--- config.mk ---
export PLATFORM = sky130hd
export DESIGN_NAME = rszl_queue
export DESIGN_NICKNAME = d
export VERILOG_FILES = /design/src/design/rszl_pkg.sv /design/src/design/rszl_queue.sv
export SDC_FILE = /design/constraint.sdc
export NUM_CORES = 1
export LEC_CHECK = 0
export BUFFER_PORTS_ARGS = -buffer_cell sky130_fd_sc_hd__buf_4
export CAP_MARGIN = 30
export CORE_AREA = 2 2 136 138
export DETAILED_ROUTE_END_ITERATION = 7
export DIE_AREA = 0 0 138 140
export GPL_TIMING_DRIVEN = 0
export HOLD_SLACK_MARGIN = 0.15
export PLACE_DENSITY_LB_ADDON = 0.3
export SYNTH_ARGS = -nofsm -noshare
export SYNTH_HDL_FRONTEND = slang
export SYNTH_SLANG_ARGS = --single-unit
export TNS_END_PERCENT = 100
--- constraint.sdc ---
create_clock -name clk -period 2.7 [get_ports clk]
set_input_delay 0.675 -clock clk [delete_from_list [all_inputs] [get_ports clk]]
set_output_delay 0.675 -clock clk [all_outputs]
set_load 0.03 [all_outputs]
--- src/design/rszl_pkg.sv ---
// Shared types, constants and helper functions for the row scroll/zoom layer address block.
package rszl_pkg;

  localparam int LAYER_COUNT_DEF = 3;
  localparam int SOURCE_SIZE_DEF = 1024;
  localparam int Q_DEPTH         = 4;
  localparam int CFG_W           = 10;
  localparam int ROW_W           = 10;

  localparam logic [7:0] UNITY_ZOOM = 8'h7f;

  localparam logic CFG_X_OFFSET = 1'b0;
  localparam logic CFG_Y_OFFSET = 1'b1;

  localparam logic [3:0] CTRL_XS_BASE = 4'd0;
  localparam logic [3:0] CTRL_YS_BASE = 4'd3;
  localparam logic [3:0] CTRL_YZ_BASE = 4'd8;

  typedef enum logic [1:0] {
    MODE_CTRL  = 2'd0,
    MODE_ZB    = 2'd1,
    MODE_RS    = 2'd2,
    MODE_QUERY = 2'd3
  } mode_t;

  typedef enum logic [1:0] {
    OP_ZB_WR,
    OP_RS_WR,
    OP_QUERY
  } op_t;

  typedef struct packed {
    op_t              op;
    logic [1:0]       layer;
    logic [ROW_W-1:0] row;
    logic [15:0]      data;
    logic [1:0]       be;
    logic [8:0]       sxp;
    logic [ROW_W-1:0] xbase;
  } rszl_entry_t;

  function automatic logic [14:0] drop_bit4(input logic [15:0] v);
    return {v[15:5], v[3:0]};
  endfunction

  function automatic logic [15:0] merge_bytes(input logic [15:0] old_w,
                                              input logic [15:0] data,
                                              input logic [1:0]  be);
    logic [15:0] v;
    v = old_w;
    if (be[0]) begin
      v[7:0] = data[7:0];
    end
    if (be[1]) begin
      v[15:8] = data[15:8];
    end
    return v;
  endfunction

endpackage

--- src/design/rszl_queue.sv ---
// Small word queue between the classifying front end and the table back end.
module rszl_queue #(
  parameter int DEPTH = rszl_pkg::Q_DEPTH
) (
  input  logic                  clk,
  input  logic                  rst_n,
  input  logic                  push,
  input  rszl_pkg::rszl_entry_t push_entry,
  input  logic                  pop,
  output logic                  full,
  output logic                  not_empty,
  output rszl_pkg::rszl_entry_t head_entry
);
  import rszl_pkg::*;

  localparam int PTR_W = (DEPTH > 1) ? $clog2(DEPTH) : 1;
  localparam int CNT_W = $clog2(DEPTH + 1);

  rszl_entry_t      slot_r [DEPTH];
  logic [PTR_W-1:0] wr_ptr_r, wr_ptr_nxt;
  logic [PTR_W-1:0] rd_ptr_r, rd_ptr_nxt;
  logic [CNT_W-1:0] count_r, count_nxt;

  assign full       = (count_r == CNT_W'(DEPTH));
  assign not_empty  = (count_r != '0);
  assign head_entry = slot_r[rd_ptr_r];

  always_comb begin
    wr_ptr_nxt = wr_ptr_r;
    rd_ptr_nxt = rd_ptr_r;
    count_nxt  = count_r;
    if (push) begin
      wr_ptr_nxt = (wr_ptr_r == PTR_W'(DEPTH - 1)) ? '0 : wr_ptr_r + 1'b1;
    end
    if (pop) begin
      rd_ptr_nxt = (rd_ptr_r == PTR_W'(DEPTH - 1)) ? '0 : rd_ptr_r + 1'b1;
    end
    priority if (push && !pop) begin
      count_nxt = count_r + 1'b1;
    end else if (pop && !push) begin
      count_nxt = count_r - 1'b1;
    end else begin
      count_nxt = count_r;
    end
  end

  always_ff @(posedge clk) begin
    if (!rst_n) begin
      wr_ptr_r <= '0;
      rd_ptr_r <= '0;
      count_r  <= '0;
    end else begin
      wr_ptr_r <= wr_ptr_nxt;
      rd_ptr_r <= rd_ptr_nxt;
      count_r  <= count_nxt;
    end
  end

  always_ff @(posedge clk) begin
    if (push) begin
      slot_r[wr_ptr_r] <= push_entry;
    end
  end

  a_no_push_full: assert property (@(posedge clk) disable iff (!rst_n) push |-> !full)
    else $error("queue push while full");
  a_no_pop_empty: assert property (@(posedge clk) disable iff (!rst_n) pop |-> not_empty)
    else $error("queue pop while empty");
  a_count_bound: assert property (@(posedge clk) disable iff (!rst_n)
                                  count_r <= CNT_W'(DEPTH))
    else $error("queue count beyond depth");

endmodule

**After elaboration in Yosys (flattened, before gate mapping)**

Memory sizes are Yosys's and may differ from the RTL's. A register that Yosys moved wholly into a read port is not among the register bits.
Index checks and enable logic that the tools add are counted.

- Bits in registers: 7
- Bits in writable memories: 204
- Input port bits: 55
- Output and inout port bits: 53
- Memories: 1

- Add/subtract/negate cells: 4
- Equal/unequal tests: 3
- Muxes and demuxes: 8
- Reduce and logical (&&, ||, !) cells: 6

Memories:

| name | words | width | read ports | clocked after memory_dff | wr ports | RTL line | source |
|---|---|---|---|---|---|---|---|
| slot_r | 4 | 51 | 1 | 1 | 1 | rszl_queue.sv:19 | `rszl_entry_t slot_r [DEPTH];` |

Operator list:

| cell | count |
|---|---|
| $mux W2 | 4 |
| $mux W3 | 2 |
| $add A2 B1 Y2 const B | 2 |
| $eq A2 B2 Y1 const B | 2 |
| $add A3 B1 Y3 const B | 1 |
| $eq A3 B3 Y1 const B | 1 |
| $reduce_bool A3 Y1 | 1 |
| $sub A3 B1 Y3 const B | 1 |
| $logic_and A1 B1 Y1 | 2 |
| $logic_not A1 Y1 | 2 |
| $mux W1 | 2 |
| $reduce_bool A2 Y1 | 1 |

**Logic depth before layout (Yosys ltp)**

- Word-level depth: 4
- Depth in mapped cells: 7

**Worst setup path after synthesis**

OpenSTA, ideal clock, no wires.

- Path kind: input to register
- From: input port push
- To: memory slot_r[0][0] in the netlist's numbering (enable)
- Setup time: 0.414 ns
- Arrival: 1.892 ns
- Slack: 0.394 ns
- Stages on the path: 1
- Path buffers: 0
- Cells stage by stage: and2_1

- Longest elaborated chain between the ends: 2

RTL lines:

| element | RTL line | source |
|---|---|---|
| from (decl) | rszl_queue.sv:7 | `input logic push,` |
| $mux W1 | rszl_queue.sv:60 | `if (push) begin` |
| $mux W1 (implied by the code) | rszl_queue.sv:61 | `slot_r[wr_ptr_r] <= push_entry;` |
| to (decl) | rszl_queue.sv:19 |  |

Every way passes these cells.

==> impl_summary.log <==
INFO  metric outcome = completed
INFO  metric combinational_power_share = 0.124
INFO  metric power.switching = 1.65 mW
INFO  metric syn_nets = 373
INFO  metric report.final.hold_viol_count = 0
INFO  metric final-instance-count-excl-fill = 681
INFO  metric clkTransAtPathRegs = 0.06 ns
INFO  metric post_synth_num_cell_types = 23
INFO  metric cp_top_family = buffers and inverters
INFO  metric cts.root.buffer_cell = clkbuf_16
INFO  metric clkPwrFrac = 0.348
INFO  metric cts_setup_buffers = 0
INFO  metric chipHeight = 140 um
INFO  metric final_net_count = 502
INFO  metric rows = 49
INFO  metric max-clock-path-buffers = 3
INFO  metric avgRoutedWirePerCell = 20.0 um
INFO  metric cts_hold_buf = 0
INFO  metric seq_area_frac_synth = 0.801
INFO  metric detail_route.drc_violations = 0
INFO  metric routed-via-count = 3472
INFO  metric syn_inst = 311
INFO  metric place_hpwl = 7940 um
INFO  metric cts_num_sinks = 213
INFO  metric clock-skew-final = 0.0133 ns
INFO  metric initial_antenna_violation_count = 0
INFO  metric synth-warning-count = 0
INFO  metric design.die.area = 19300 um2
INFO  metric period_share = 0.949
INFO  metric power.internal = 5.60 mW
INFO  metric pin_count_of_the_biggest_net_entering_global_routing = 52
INFO  metric timing.final.setup_violations = 0
INFO  metric total_power = 7.25 mW
INFO  metric max_slew.worst_pin.slew = 0.827 ns
INFO  metric initial_core_util = 0.443
INFO  metric gp_routability_congestion = 0.675
INFO  metric irDropWorstVdd = 0.449 mV
INFO  metric dp_cells = 647
INFO  metric path_class = flip-flop to primary output
INFO  metric clkLatencyLatePin = 0.49 ns
INFO  metric synth_area_per_cell = 25.3 um2
INFO  metric pwr-share-seq = 0.528
INFO  metric via_per_inst = 5.10
INFO  metric dpl_worst_slack = 0.399 ns
INFO  metric signed_area_change_from_the_synthesized_netlist_to_the_final_layout = 21.4%
INFO  metric timing.critical_path.slowest_cell_delay = 0.54 ns
INFO  metric grt_pass1_vias = 3796
INFO  metric grt_overflow_total = 0
INFO  metric grt_pass1_wl = 21100 um
INFO  metric slew_headroom = 0.449
INFO  metric final_critical_path_setup_slack = 0.138 ns
INFO  metric worstSetupEndpointType = primary output
INFO  metric cp_num_buf_inv = 3
INFO  metric crit_slowest_cell = mux4_2
INFO  metric synth.ff_latch_count = 213
INFO  metric critPathLaunchType = flip-flop
INFO  metric timing.fmax = 390 MHz
INFO  metric port-buffer-count = 107
INFO  metric layout_min_cycle_time = 2.56 ns
INFO  metric p_per_area = 758 nW/um2
INFO  metric critical_path.cell_chain = buf_6 -> buf_12 -> mux4_2 -> buf_4
INFO  metric drv_slew = 0
INFO  metric setup.reg_to_reg.worst_slack = 0.99 ns
INFO  metric power.leakage = 3.25 nW
INFO  metric maxCapViolCount = 0
INFO  metric setup_repair_after_global_routing_missed_its_margin = false
INFO  metric maximum_fanout_count_along_the_critical_path = 10
INFO  metric number_of_inserted_diodes = 0
INFO  metric firstDrtPassIters = 4
INFO  metric tritoncts = done
INFO  metric ios = 108
INFO  metric route.antenna.remaining_nets = 0
INFO  metric worst-endpoint-arrival = 1.89 ns
INFO  metric gr-usage-all-layers = 0.141
INFO  metric dieWidth = 138 um
INFO  metric netlist_area_before_placement = 7880 um2
INFO  metric drt_iter0_markers = 198
INFO  metric worst_hold_path_type = primary input to flip-flop
INFO  metric core-area = 17800 um2
INFO  metric p_sw_frac = 0.228
INFO  metric timing.critical_path.required = 2.03 ns
INFO  metric cts_resized = 1
INFO  metric setup_tns = 0 ns
INFO  metric wirelength = 13600 um
INFO  metric layout_cells_sized_above_1 = 0.434
INFO  metric cts.htree.levels = 1
INFO  metric cts-buffers-inserted = 21
[layout make-up]
class                   instances  area [um2]
fillers                      1390        8210
flip-flops and latches        213        6310
multi-input cells              82        1430
repair buffers                107         803
clock buffers                  28         552
well taps                     229         287
plain buffers                  11         144
clock inverters                 7        33.8
inverters                       4        15.0
[logic make-up after synthesis]
kind of cell,share of synthesized area
adder cells (fa/ha/maj),0.0121
AO/OA/AOI/OAI,0.00254
flip-flops,0.801
multiplexers,0.151
buffers and inverters,0.0197
AND/OR/NAND/NOR,0.0116
XOR/XNOR,0.00222
[layout by cell type, fill, tap and decap left out, types with 5 or more instances in the layout]
master,synthesis,final
buf_12,5,5
buf_4,0,108
clkbuf_1,0,7
clkbuf_16,0,21
dfxtp_1,9,9
edfxtp_1,204,204
ha_1,6,6
mux4_2,50,50
nor2b_1,5,5
[metrics by stage]
step	hold WS (ns)	utilization	instance area (um2)
2_1_floorplan	0.467	-	7880
3_3_place_gp	0.480	0.504	8970
3_5_place_dp	0.538	0.505	8980
4_1_cts	0.361	0.538	9570
5_1_grt	0.367	0.538	9570
6_report	0.385	0.538	9570
[cell usage after synthesis (all sizes together)]
cell type,instances,area share
xnor2,1,0.0011
nor3b,1,0.00095
edfxtp,204,0.78
nor2,1,0.00048
mux4,51,0.15
xor2,1,0.0011
dfxtp,9,0.023
o21ai,1,0.00063
nor2b,5,0.0040
mux2i,4,0.0051
inv,4,0.0019
o21a,1,0.00095
buf,12,0.018
nor3,1,0.00063
fa,1,0.0025
and2,5,0.0040
a21boi,1,0.00095
ha,6,0.0095
or3,2,0.0016
[state kept, by name (all words and copies together) (netlist names), named ones only]
signal,cells
slot_r,204
rd_ptr_r,2
count_r,3
wr_ptr_r,2
[worst register-to-register path: stages, from the launching register on]
cell,delay (ns)
dfxtp_1,0.35
inv_1,0.10
ha_1,0.15
and2_4,0.70
[power by group through the flow]
stage               logic (mW)  registers [mW]  clock network, mW
floorplan                0.565            3.89                  0
global placement         0.896            3.89                  0
detailed placement       0.916            3.90                  0
CTS                      0.918            3.83               2.61
global route             0.953            3.84               2.72
finish                   0.897            3.83               2.53
[per-layer routing]
metal | track usage | wire length (um) | vias to the layer above | share of wire
met5 | 0 | 0 | - | 0
met4 | 0.0440 | 274 | 0 | 0.020
met3 | 0.0304 | 770 | 23 | 0.057
met2 | 0.247 | 6970 | 93 | 0.51
met1 | 0.176 | 5590 | 1787 | 0.41
li1 | - | - | 1569 | -
[worst paths after layout]
path | from | depth (start not counted) | to
hold reg to reg | count_r[2]$_SDFFE_PN0P_ | 2 | count_r[2]$_SDFFE_PN0P_
hold / removal | push_entry[37] | 1 | slot_r[3][37]$_DFFE_PP_
setup reg to reg | wr_ptr_r[0]$_SDFFE_PN0P_ | 3 | slot_r[2][12]$_DFFE_PP_
setup / recovery | flip-flop | 4 | head_entry[46]
Note: power is estimated with default switching activity, not from simulation.
