$ cat src/design/rszl_pkg.sv
// Shared types, constants and helper functions for the row scroll/zoom layer address block.
package rszl_pkg;

  localparam int LAYER_COUNT_DEF = 3;
  localparam int SOURCE_SIZE_DEF = 1024;
  localparam int Q_DEPTH         = 4;
  localparam int CFG_W           = 10;
  localparam int ROW_W           = 10;

  localparam logic [7:0] UNITY_ZOOM = 8'h7f;

  localparam logic CFG_X_OFFSET = 1'b0;
  localparam logic CFG_Y_OFFSET = 1'b1;

  localparam logic [3:0] CTRL_XS_BASE = 4'd0;
  localparam logic [3:0] CTRL_YS_BASE = 4'd3;
  localparam logic [3:0] CTRL_YZ_BASE = 4'd8;

  typedef enum logic [1:0] {
    MODE_CTRL  = 2'd0,
    MODE_ZB    = 2'd1,
    MODE_RS    = 2'd2,
    MODE_QUERY = 2'd3
  } mode_t;

  typedef enum logic [1:0] {
    OP_ZB_WR,
    OP_RS_WR,
    OP_QUERY
  } op_t;

  typedef struct packed {
    op_t              op;
    logic [1:0]       layer;
    logic [ROW_W-1:0] row;
    logic [15:0]      data;
    logic [1:0]       be;
    logic [8:0]       sxp;
    logic [ROW_W-1:0] xbase;
  } rszl_entry_t;

  function automatic logic [14:0] drop_bit4(input logic [15:0] v);
    return {v[15:5], v[3:0]};
  endfunction

  function automatic logic [15:0] merge_bytes(input logic [15:0] old_w,
                                              input logic [15:0] data,
                                              input logic [1:0]  be);
    logic [15:0] v;
    v = old_w;
    if (be[0]) begin
      v[7:0] = data[7:0];
    end
    if (be[1]) begin
      v[15:8] = data[15:8];
    end
    return v;
  endfunction

endpackage

$ cat src/design/rszl_front.sv
// Front end: takes words, applies control and offset writes, forms source row and x base.
module rszl_front #(
  parameter int LAYER_COUNT = rszl_pkg::LAYER_COUNT_DEF,
  parameter int SOURCE_SIZE = rszl_pkg::SOURCE_SIZE_DEF
) (
  input  logic                        clk,
  input  logic                        rst_n,
  input  logic                        in_valid,
  output logic                        in_stall,
  input  logic [1:0]                  in_mode,
  input  logic [1:0]                  in_layer,
  input  logic [3:0]                  in_control_index,
  input  logic [9:0]                  in_row,
  input  logic [15:0]                 in_write_data,
  input  logic [1:0]                  in_byte_enables,
  input  logic [8:0]                  in_screen_x,
  input  logic [8:0]                  in_screen_y,
  input  logic                        cfg_we,
  input  logic                        cfg_index,
  input  logic [rszl_pkg::CFG_W-1:0]  cfg_wdata,
  input  logic                        q_full,
  input  logic                        clr_busy,
  output logic                        push,
  output rszl_pkg::rszl_entry_t       push_entry
);
  import rszl_pkg::*;

  localparam int SRC_W  = $clog2(SOURCE_SIZE);
  localparam int LSEL_W = (LAYER_COUNT > 1) ? $clog2(LAYER_COUNT) : 1;

  logic [CFG_W-1:0] xoff_r, yoff_r;
  logic [15:0]      xs_r [LAYER_COUNT];
  logic [15:0]      ys_r [LAYER_COUNT];
  logic [7:0]       yz_r [LAYER_COUNT];

  logic              accept;
  logic              layer_ok, row_ok;
  logic [LSEL_W-1:0] lsel;
  logic [31:0]       zy_diff, zoom_y, y_fix;
  logic [10:0]       y_pos;
  logic [SRC_W-1:0]  src_row;
  logic [15:0]       neg_xs;
  logic [14:0]       scroll_x;
  logic [SRC_W-1:0]  xbase;

  assign in_stall = q_full || clr_busy;
  assign accept   = in_valid && !in_stall;
  assign layer_ok = (3'(in_layer) < 3'(LAYER_COUNT));
  assign row_ok   = (11'(in_row) < 11'(SOURCE_SIZE));
  assign lsel     = layer_ok ? in_layer[LSEL_W-1:0] : '0;

  // 16.16 source y: scroll plus offset screen line scaled by y zoom
  assign zy_diff  = 32'(yz_r[lsel]) - 32'(UNITY_ZOOM);
  assign zoom_y   = 32'h0001_0000 - (zy_diff << 9);
  assign y_pos    = 11'(yoff_r) + 11'(in_screen_y);
  assign y_fix    = {ys_r[lsel], 16'h0000} + 32'(y_pos) * zoom_y;
  assign src_row  = y_fix[16 +: SRC_W];

  assign neg_xs   = 16'h0000 - xs_r[lsel];
  assign scroll_x = drop_bit4(neg_xs);
  assign xbase    = SRC_W'(scroll_x) + SRC_W'(xoff_r);

  always_comb begin
    push_entry.op    = OP_QUERY;
    push_entry.layer = in_layer;
    push_entry.row   = in_row;
    push_entry.data  = in_write_data;
    push_entry.be    = in_byte_enables;
    push_entry.sxp   = in_screen_x;
    push_entry.xbase = ROW_W'(xbase);
    push             = 1'b0;
    unique case (in_mode)
      MODE_CTRL: begin
        push = 1'b0;
      end
      MODE_ZB: begin
        push_entry.op = OP_ZB_WR;
        push          = accept && layer_ok && row_ok;
      end
      MODE_RS: begin
        push_entry.op = OP_RS_WR;
        push          = accept && layer_ok && row_ok;
      end
      MODE_QUERY: begin
        push_entry.op  = OP_QUERY;
        push_entry.row = ROW_W'(src_row);
        push           = accept && layer_ok;
      end
      default: begin
        push = 1'b0;
      end
    endcase
  end

  always_ff @(posedge clk) begin
    if (!rst_n) begin
      for (int l = 0; l < LAYER_COUNT; l++) begin
        xs_r[l] <= '0;
        ys_r[l] <= '0;
        yz_r[l] <= '0;
      end
    end else if (accept && in_mode == MODE_CTRL) begin
      for (int l = 0; l < LAYER_COUNT; l++) begin
        if (in_control_index == CTRL_XS_BASE + 4'(l)) begin
          xs_r[l] <= merge_bytes(xs_r[l], in_write_data, in_byte_enables);
        end
        if (in_control_index == CTRL_YS_BASE + 4'(l)) begin
          ys_r[l] <= merge_bytes(ys_r[l], in_write_data, in_byte_enables);
        end
        if (in_control_index == CTRL_YZ_BASE + 4'(l) && in_byte_enables[0]) begin
          yz_r[l] <= in_write_data[7:0];
        end
      end
    end
  end

  always_ff @(posedge clk) begin
    if (!rst_n) begin
      xoff_r <= CFG_W'(32);
      yoff_r <= CFG_W'(16);
    end else if (cfg_we) begin
      unique case (cfg_index)
        CFG_X_OFFSET: xoff_r <= cfg_wdata;
        CFG_Y_OFFSET: yoff_r <= cfg_wdata;
        default:      xoff_r <= xoff_r;
      endcase
    end
  end

endmodule

$ cat config.mk
export PLATFORM = sky130hd
export DESIGN_NAME = rszl_front
export DESIGN_NICKNAME = d
export VERILOG_FILES = /design/src/design/rszl_pkg.sv /design/src/design/rszl_front.sv
export SDC_FILE = /design/constraint.sdc
export NUM_CORES = 1
export LEC_CHECK = 0
export ABC_AREA = 0
export BUFFER_PORTS_ARGS = -buffer_cell sky130_fd_sc_hd__buf_4
export CORE_UTILIZATION = 45
export DETAILED_ROUTE_END_ITERATION = 8
export PLACE_DENSITY = 0.68
export SETUP_SLACK_MARGIN = 0.1
export SLEW_MARGIN = 40
export SYNTH_ARGS = -nofsm -noshare
export SYNTH_HDL_FRONTEND = slang
export SYNTH_SLANG_ARGS = --single-unit
$ cat constraint.sdc
create_clock -name clk -period 16 [get_ports clk]
set_clock_uncertainty 0.15 [all_clocks]
set_input_delay 3.2 -clock clk [delete_from_list [all_inputs] [get_ports clk]]
set_output_delay 3.2 -clock clk [all_outputs]
set_load 0.01 [all_outputs]
# ---- After elaboration in Yosys (flattened, before gate mapping)
# Memories as Yosys holds them, arrays and structs flattened.
# Index checks and enable logic that the tools add are counted.
dict set report totals {
  mem_bits_rw 120
  out_inout_bits 53
  elab_cells 181
  n_memories 3
  inputBits 71
  ff_bits 20
}
# memory depth width read_ports rd_clocked_by_memory_dff write_ports line_no
set memory_table {}
lappend memory_table {xs_r 3 16 1 0 3 rszl_front.sv:32} ;# logic [15:0] xs_r [LAYER_COUNT];
lappend memory_table {ys_r 3 16 1 0 3 rszl_front.sv:33} ;# logic [15:0] ys_r [LAYER_COUNT];
lappend memory_table {yz_r 3 8 1 0 3 rszl_front.sv:34} ;# logic [7:0] yz_r [LAYER_COUNT];
dict set report op_classes {
  eq_ne 23
  n_reduce_logical 25
  bitwise 16
  magnitude_cmp 1
  n_mul 1
  mux 104
  n_addsub 6
}
# op n
set ops {}
lappend ops {{2-to-1 mux 8 bit} 63}
lappend ops {{!= test 4 bit (second input constant)} 12}
lappend ops {{2-to-1 mux 1 bit} 37}
lappend ops {{AND reduction 2 bit} 14}
lappend ops {{adder 26 bit} 1}
lappend ops {{multiplier 12 x 19 -> 26 bit} 1}
lappend ops {{subtractor 18 x 18 -> 19 bit (first input constant)} 1}
lappend ops {{OR 1 bit} 15}
lappend ops {{equality test 4 bit (second input constant)} 3}
lappend ops {{adder 10 x 9 -> 11 bit} 1}
lappend ops {{subtractor 1 x 11 -> 11 bit (first input constant)} 1}
lappend ops {{adder 10 bit} 1}
lappend ops {{2-to-1 mux 10 bit} 1}
lappend ops {{subtractor 8 x 7 -> 9 bit (second input constant)} 1}
lappend ops {{equality test 4 x 2 -> 1 bit (second input constant)} 2}
lappend ops {{equality test 4 x 3 -> 1 bit (second input constant)} 2}
lappend ops {{logical AND 1 bit} 6}
lappend ops {{equality test 2 bit (second input constant)} 2}
lappend ops {{equality test 4 x 1 -> 1 bit (second input constant)} 1}
lappend ops {{zero test 4 bit} 1}
lappend ops {{one-hot mux 2 bit (2 select lines)} 1}
lappend ops {{OR reduction 3 bit} 1}
lappend ops {{equality test 2 x 1 -> 1 bit (second input constant)} 1}
lappend ops {{zero test 2 bit} 1}
lappend ops {{6 further kinds} 6}

# ---- Depth between registers and ports, before layout
# Gate-level depths: netlist (run 1).
dict set report depth {
  ltp_word 9
  mapped_depth 32
  mapped_depth_nobuf 31
}

# ---- Worst setup path before layout (run 1)
# OpenSTA, ideal clock, no wires.
dict set report synth_timing {
  path_kind {in2out}
  from {input port in_layer[0]}
  to {output port push_entry[46] in the netlist's numbering}
  path_stages 31
  t_arrival_ns 10.174
  path_slack_ns 2.476
  path_cell_list {buf_6 mux2i_1 mux2_4 clkinv_4 ha_1 nand2b_1 o22ai_1 nand4_1 or4_4 and3_1 o21ai_2 nor2_1 fa_1 inv_1 fa_1 inv_1 fa_1 fa_1 inv_1 fa_1 inv_1 ha_1 nor3_1 nor2_1 a31oi_1 nor2b_1 nor2_1 nor2_1 o41ai_1 xnor3_1 mux2i_1}
}
# item line_no
set synth_rtl {}
lappend synth_rtl {{start: declaration} rszl_front.sv:11} ;# input logic [1:0] in_layer,
lappend synth_rtl {{end: declaration} rszl_front.sv:24} ;# output rszl_pkg::rszl_entry_t push_entry

==> results of run 1 <==
logic make-up (layout without fill, tap and decap cells):
family          Yosys count  after routing  synth area share (%)
flops                   107            107                  30.3
fa+ha+maj               150            150                  25.5
compound gates          126            126                  8.25
simple gates            294            294                  14.2
buf+inv                 202            263                  9.09
mux                      65             65                  6.94
xor+xnor                 61             61                  5.72
where the power goes:
group	leakage (nW)	internal, mW	switching [mW]
clock	0.146	0.112	0.0996
combinational	3.71	0.630	0.694
sequential	0.989	0.314	0.00570
cell usage after synthesis, drive strengths merged (2+ instances only):
master  count  area, um^2
o21a        3        22.5
a21boi     19         143
a21o        2        15.0
nand4b      2        17.5
mux2i      42         428
o211ai      3        22.5
dfxtp      20         400
and3        4        25.0
nor2       55         206
and2b       2        15.0
a21oi      31         166
and2       44         275
nand3       8        40.0
inv       142         533
clkbuf     22        82.6
xor2       12         113
nand2     111         417
or3         4        25.0
nor2b      26         163
o21bai      6        45.0
o21ai      35         183
ha         62         776
mux2       23         263
o41ai       3        33.8
edfxtp     87        2610
fa         88        1760
a31oi       3        18.8
a211oi     16         120
nand4       3        18.8
xnor3       2        45.0
nor4        2        12.5
nand2b     14        87.6
xnor2      47         412
nor3       14        70.1
buf        37         280
routing by layer:
layer / wire length [um] / vias to the layer above / global-route usage [%]
met2: 10600 / 182 / 35.5
met5: 0 / - / 0
li1: - / 3375 / -
met3: 792 / 35 / 1.73
met4: 546 / 0 / 6.35
met1: 9270 / 3353 / 25.1
sequential cells by signal, summed over array words and instances, names as in the netlist:
register and count:
ys_r 30, yz_r 24, yoff_r 10, xoff_r 10, xs_r 33
cell type report:
type,instances,area (um^2)
Sequential cell,107,3010
Timing Repair Buffer,104,781
Fill cell,2003,10700
Tap cell,280,350
Clock buffer,10,239
Multi-Input combinational cell,696,6080
Inverter,143,542
Clock inverter,6,45.0
cells in the final DEF, fill, tap and decap left out, types with 6 or more instances in the layout:
master / n
nor2_1: 54
and2_1: 44
nand2_1: 111
fa_1: 88
o21bai_1: 6
o21ai_0: 29
mux2_2: 22
ha_1: 62
a21boi_0: 18
clkbuf_16: 9
a211oi_1: 16
dfxtp_1: 20
a21oi_1: 30
nand2b_1: 14
xor2_1: 11
inv_1: 141
nand3_1: 8
edfxtp_1: 87
xnor2_1: 43
nor2b_1: 26
nor3_1: 13
mux2i_1: 40
buf_4: 104
final timing paths:
path                         end  slack, ns  cells past startpoint         from
setup / recovery  push_entry[46]       1.43                     31  in_layer[1]
hold / removal         yoff_r[3]       0.32                      2    yoff_r[3]
setup reg to reg       xoff_r[0]      15.10                      2    xoff_r[0]
hold reg to reg        yoff_r[3]       0.32                      2    yoff_r[3]
worst max-delay path: cells and delay by family:
family | cells | cell delay [ns]
AOI/OAI and AO/OA | 4 | 1.08
xor gates and xnor gates | 1 | 0.47
adders and majority gates | 7 | 3.15
and+or+nand+nor | 10 | 1.76
buffers and inverters | 7 | 0.94
muxes | 2 | 0.59
per-stage QoR:
step / utilization, % / power, mW / std cells
global route: 50.8 / 2.08 / 1346
detailed placement: 49.5 / 1.68 / 1330
floorplan: - / 1.34 / 1005
finish: 50.8 / 1.85 / 1346
global placement: 49.3 / 1.64 / 1330
CTS: 50.8 / 1.90 / 1346
==> results by group, run 1 <==
Floorplan
  • Die X: about 150 um
  • DIE HEIGHT: 151 um
  • IO Count: roughly 120
  • CORE AREA: ~22000 um^2
  • Die ar.: roughly 23000 um^2
  • Standard-cell rows: 54
  • Starting density of the core: ~46%

Synthesis
  • EDFF count, synth: 87
  • Post-Syn Nets: between 1k and 1.5k
  • Post-Synthesis Cells: roughly 1k
  • Syn_area_per_cell: slightly below 10 um^2
  • Ys Warns: 0
  • Synthesized area: 9950 um^2
  • Ys async rst share: 0%
  • Sequential fraction of the synthesis area: a little under a third
  • Distinct cells, synth: ~60
  • Top_reg_cell synth: edfxtp_1
  • FF+latch count, synth: approximately 110

Drt
  • DR DRC count: 0
  • First-pass iteration count of the detailed router: 5
  • Avg WL per Cell: 15.7 um
  • Drt first-iter violations: 305
  • Via density: 5.16
  • Post-route ant nets: 0
  • Vias: ~6.9k
  • Drt total wl: between 20000 and 25000 um

Setup path
  • Worst Path Required: approximately 13 ns
  • CP max-delay cell: fa_1
  • Crit-path max FO: 60
  • WP data arrival: about 11 ns
  • Worst setup EP type: primary output
  • CP most frequent cell: fa_1
  • Critical path launch point type: input port
  • Largest stage delay on the critical path: 0.56 ns
  • Critical Setup Path Class: in2out

STA
  • Final hold slack: roughly 0.32 ns
  • Max-slew headroom: ~48%
  • Crit share post-route: 91.1%
  • Setup slack after layout: roughly 1.4 ns
  • Measured slew at the worst slew-check pin: ~0.78 ns
  • Fin crit period: about 15 ns
  • Final setup vio count: 0
  • RSZ-0062 raised after global routing: no
  • Max Slew Vio Count: 0
  • F_max: 0.0686 GHz
  • Setup TNS: 0 ns
  • Final Hold Vio Count: 0

Final layout
  • Ant. Diodes: 0
  • Layout cells sized above 1: between 15 and 20%
  • Layout Nets: about 1.3k
  • Syn-to-layout area delta: 11.1%
  • Final instance area: around 11000 um^2

Clock tree
  • Postcts setup bufs: 0
  • Cts bufs inserted: 9
  • Clk slew on worst S/H paths: around 0.07 ns
  • CTS root buf: clkbuf_16
  • Hold_buf cts: 0
  • CTS tree: built
  • Clock tree buffer depth: 2
  • Worst skew pair latency: around 0.34 ns
  • Htree depth: 3
  • Clock Sink Count: 107
  • Post_cts resized: 0

GRT
  • First-pass GRT wire length: between 30000 and 40000 um
  • Global route overflow: 0
  • Initial antenna violation count: 0
  • Total GRT Usage: around a fifth
  • Largest net degree at the start of global routing: 61
  • Vias in the first global route: approximately 7.1k

Pwr
  • Leakage: 4.84 nW
  • PwrDens: about 170 nW/um^2
  • Maximum VDD drop: 0.250 mV

Placed design
  • Port Buffers: 95
  • Routability cong.: 0.929
  • Setup WS pre-CTS: ~1.3 ns
  • Placed cell areas: about 11000 um^2
  • DPL Wire Length: approximately 17000 um

Hold path
  • Hold Path Class: reg2reg

Flow run
  • Max-cap viol count: 0

Run status
  • Outcome: finished clean
Power figures use the tool's default switching activity.
==> run 2: changes to the inputs <==
REMOVE_ABC_BUFFERS = 1   (was unset)
==> results by group, run 2 (same netlist as run 1, synthesis figures left out) <==
Run status
  • Outcome: finished clean

Setup path
  • Worst reg2reg setup slack: 15.15 ns (+0.05 ns)
  • Critical path launch point type: input port
  • Crit-path max FO: 60 (unchanged)
  • Worst Path Required: 12.65 ns (about the same)
  • Worst r2r src: xoff_r[1]
  • CP max-delay cell: fa_1
  • Worst setup EP type: primary output
  • CP most frequent cell: fa_1
  • Cell family with most CP delay: adder cells
  • Largest stage delay on the critical path: 0.55 ns (about the same)
  • R2R cell count: 2 (unchanged)
  • Critical Setup Path Class: in2out
  • CP Buf/Inv Count: 7 (unchanged)
  • WP data arrival: 11.16 ns (-0.06 ns)
  • R2R Path End: xoff_r[1]

Drt
  • Vias: 6864 (-1.2%)
  • DR DRC count: 0 (unchanged)
  • First-pass iteration count of the detailed router: 4 (-1)
  • Drt first-iter violations: 395 (+30%)
  • Post-route ant nets: 0 (unchanged)
  • Via density: 5.08 (-1.5%)
  • Avg WL per Cell: 15.2 um (-3.4%)
  • Drt total wl: 20500 um (-3.1%)

Floorplan
  • Die X: 151 um (unchanged)
  • Standard-cell rows: 54 (unchanged)
  • Starting density of the core: 45.7% (unchanged)
  • Die ar.: 22700 um^2 (unchanged)
  • CORE AREA: 21800 um^2 (unchanged)
  • IO Count: 124 (unchanged)
  • DIE HEIGHT: 151 um (unchanged)

GRT
  • Largest net degree at the start of global routing: 61 (unchanged)
  • First-pass GRT wire length: 33800 um (-2.5%)
  • Vias in the first global route: 6862 (-2.7%)
  • Global route overflow: 0 (unchanged)
  • Initial antenna violation count: 0 (unchanged)
  • Total GRT Usage: 19.2% (-0.59 points)

Pwr
  • PwrDens: 166 nW/um^2 (-0.82%)
  • Power Total: 1.85 mW (-0.38%)
  • Register share of total power: 17.3% (about the same)
  • Maximum VDD drop: 0.134 mV (-46%)
  • NetSw: 775 uW (-3.0%)
  • Internal Pwr Total: 1.07 mW (+1.6%)
  • Part of the power in combinational logic: 70.4% (-1.0 points)
  • Leakage: 4.87 nW (+0.49%)
  • Switching share of total power: 42.0% (-1.1 points)
  • Clock share of power: 12.3% (+0.9 points)

STA
  • Measured slew at the worst slew-check pin: 0.789 ns (+0.00771 ns)
  • F_max: 0.0689 GHz (+0.43%)
  • Setup slack after layout: 1.49 ns (+0.0623 ns)
  • Final setup vio count: 0 (unchanged)
  • Crit share post-route: 90.7% (-0.39 points)
  • Final Hold Vio Count: 0 (unchanged)
  • Fin crit period: 14.51 ns (-0.0623 ns)
  • RSZ-0062 raised after global routing: no
  • Setup TNS: 0 ns (unchanged)
  • Final hold slack: 0.322 ns (+0.00501 ns)
  • Max Slew Vio Count: 0 (unchanged)
  • Max-slew headroom: 46.7% (-1.0 points)

Final layout
  • Most common library cell in the layout ignoring fill and taps: inv_1
  • Largest regs: xs_r (33), ys_r (30), yz_r (24)
  • # fillers: 1998 (-0.25%)
  • Layout cells sized above 1: 15.3% (-0.058 points)
  • Final design utilization: 51.0% (+0.22 points)
  • Most frequent cells in the layout: inv_1, nand2_1, buf_4
  • Layout Nets: 1286 (+0.31%)
  • Ant. Diodes: 0 (unchanged)
  • Max FFs per register: 33 (unchanged)
  • Reg with most FFs: xs_r
  • Syn-to-layout area delta: 11.6%

Hold path
  • Hold-critical path depth: 2 (unchanged)
  • Hold Path Class: reg2reg
  • Hold EP: yoff_r[2]
  • Min-delay src: yoff_r[2]

Clock tree
  • Cts bufs inserted: 9 (unchanged)
  • Hold_buf cts: 0 (unchanged)
  • Clk slew on worst S/H paths: 0.07 ns (about the same)
  • Post_cts resized: 0 (unchanged)
  • CTS root buf: clkbuf_16
  • CTS tree: built
  • Htree depth: 3 (unchanged)
  • Clock Sink Count: 107 (unchanged)
  • Postcts setup bufs: 0 (unchanged)
  • Worst skew pair latency: 0.34 ns (about the same)
  • Clock tree buffer depth: 2 (unchanged)

Flow run
  • Max-cap viol count: 0 (unchanged)

Placed design
  • Setup WS pre-CTS: 1.50 ns (+0.151 ns)
  • Routability cong.: 0.930 (+0.11%)
  • DPL Wire Length: 16800 um (-2.3%)
  • Port Buffers: 95 (unchanged)
-- run 2: worst max path at each step --
stage	cells after the start	slack [ns]	start	to
2_1_floorplan	30	2.57	in_layer[0]	push_entry[46]
3_3_place_gp	31	1.60	in_layer[1]	push_entry[46]
3_5_place_dp	31	1.50	in_layer[1]	push_entry[46]
4_1_cts	31	1.48	in_layer[1]	push_entry[46]
5_1_grt	31	0.90	in_layer[1]	push_entry[46]
6_report	31	1.49	in_layer[1]	push_entry[46]
-- run 2: power by group through the flow --
stage	sequential (mW)	combinational, mW	clock [mW]
detailed placement	0.325	1.33	0
floorplan	0.324	1.00	0
CTS	0.319	1.33	0.231
global route	0.321	1.51	0.240
global placement	0.325	1.31	0
finish	0.319	1.30	0.228
-- run 2: cell type report --
cell class / count / area [um^2] / share of cell area [%]
clock buffers: 12 / 289 / 2.60
repair buffers: 108 / 811 / 7.30
flip-flops and latches: 107 / 3010 / 27.1
inverters: 143 / 542 / 4.88
well taps: 280 / 350 / 3.16
clock inverters: 4 / 32.5 / 0.293
multi-input cells: 696 / 6060 / 54.6
-- run 2: per-stage QoR --
stage	cells	area [um^2]
2_1_floorplan	946	9590
3_3_place_gp	1334	10700
3_5_place_dp	1334	10800
4_1_cts	1350	11100
5_1_grt	1350	11100
6_report	1350	11100
-- run 2: worst min-delay path, cell delays in order, from the launching register on --
cell	delay, ns
dfxtp_1	0.32
nand2_1	0.05
a21boi_0	0.06
-- run 2: layer usage --
| metal | wire length (um) | part of all wire (%) | global-route usage, % |
|---|---|---|---|
| met4 | 254 | 1.2 | 5.00 |
| met1 | 9150 | 45 | 24.6 |
| met5 | 0 | 0 | 0 |
| met3 | 830 | 4.0 | 2.52 |
| met2 | 10300 | 50 | 34.1 |
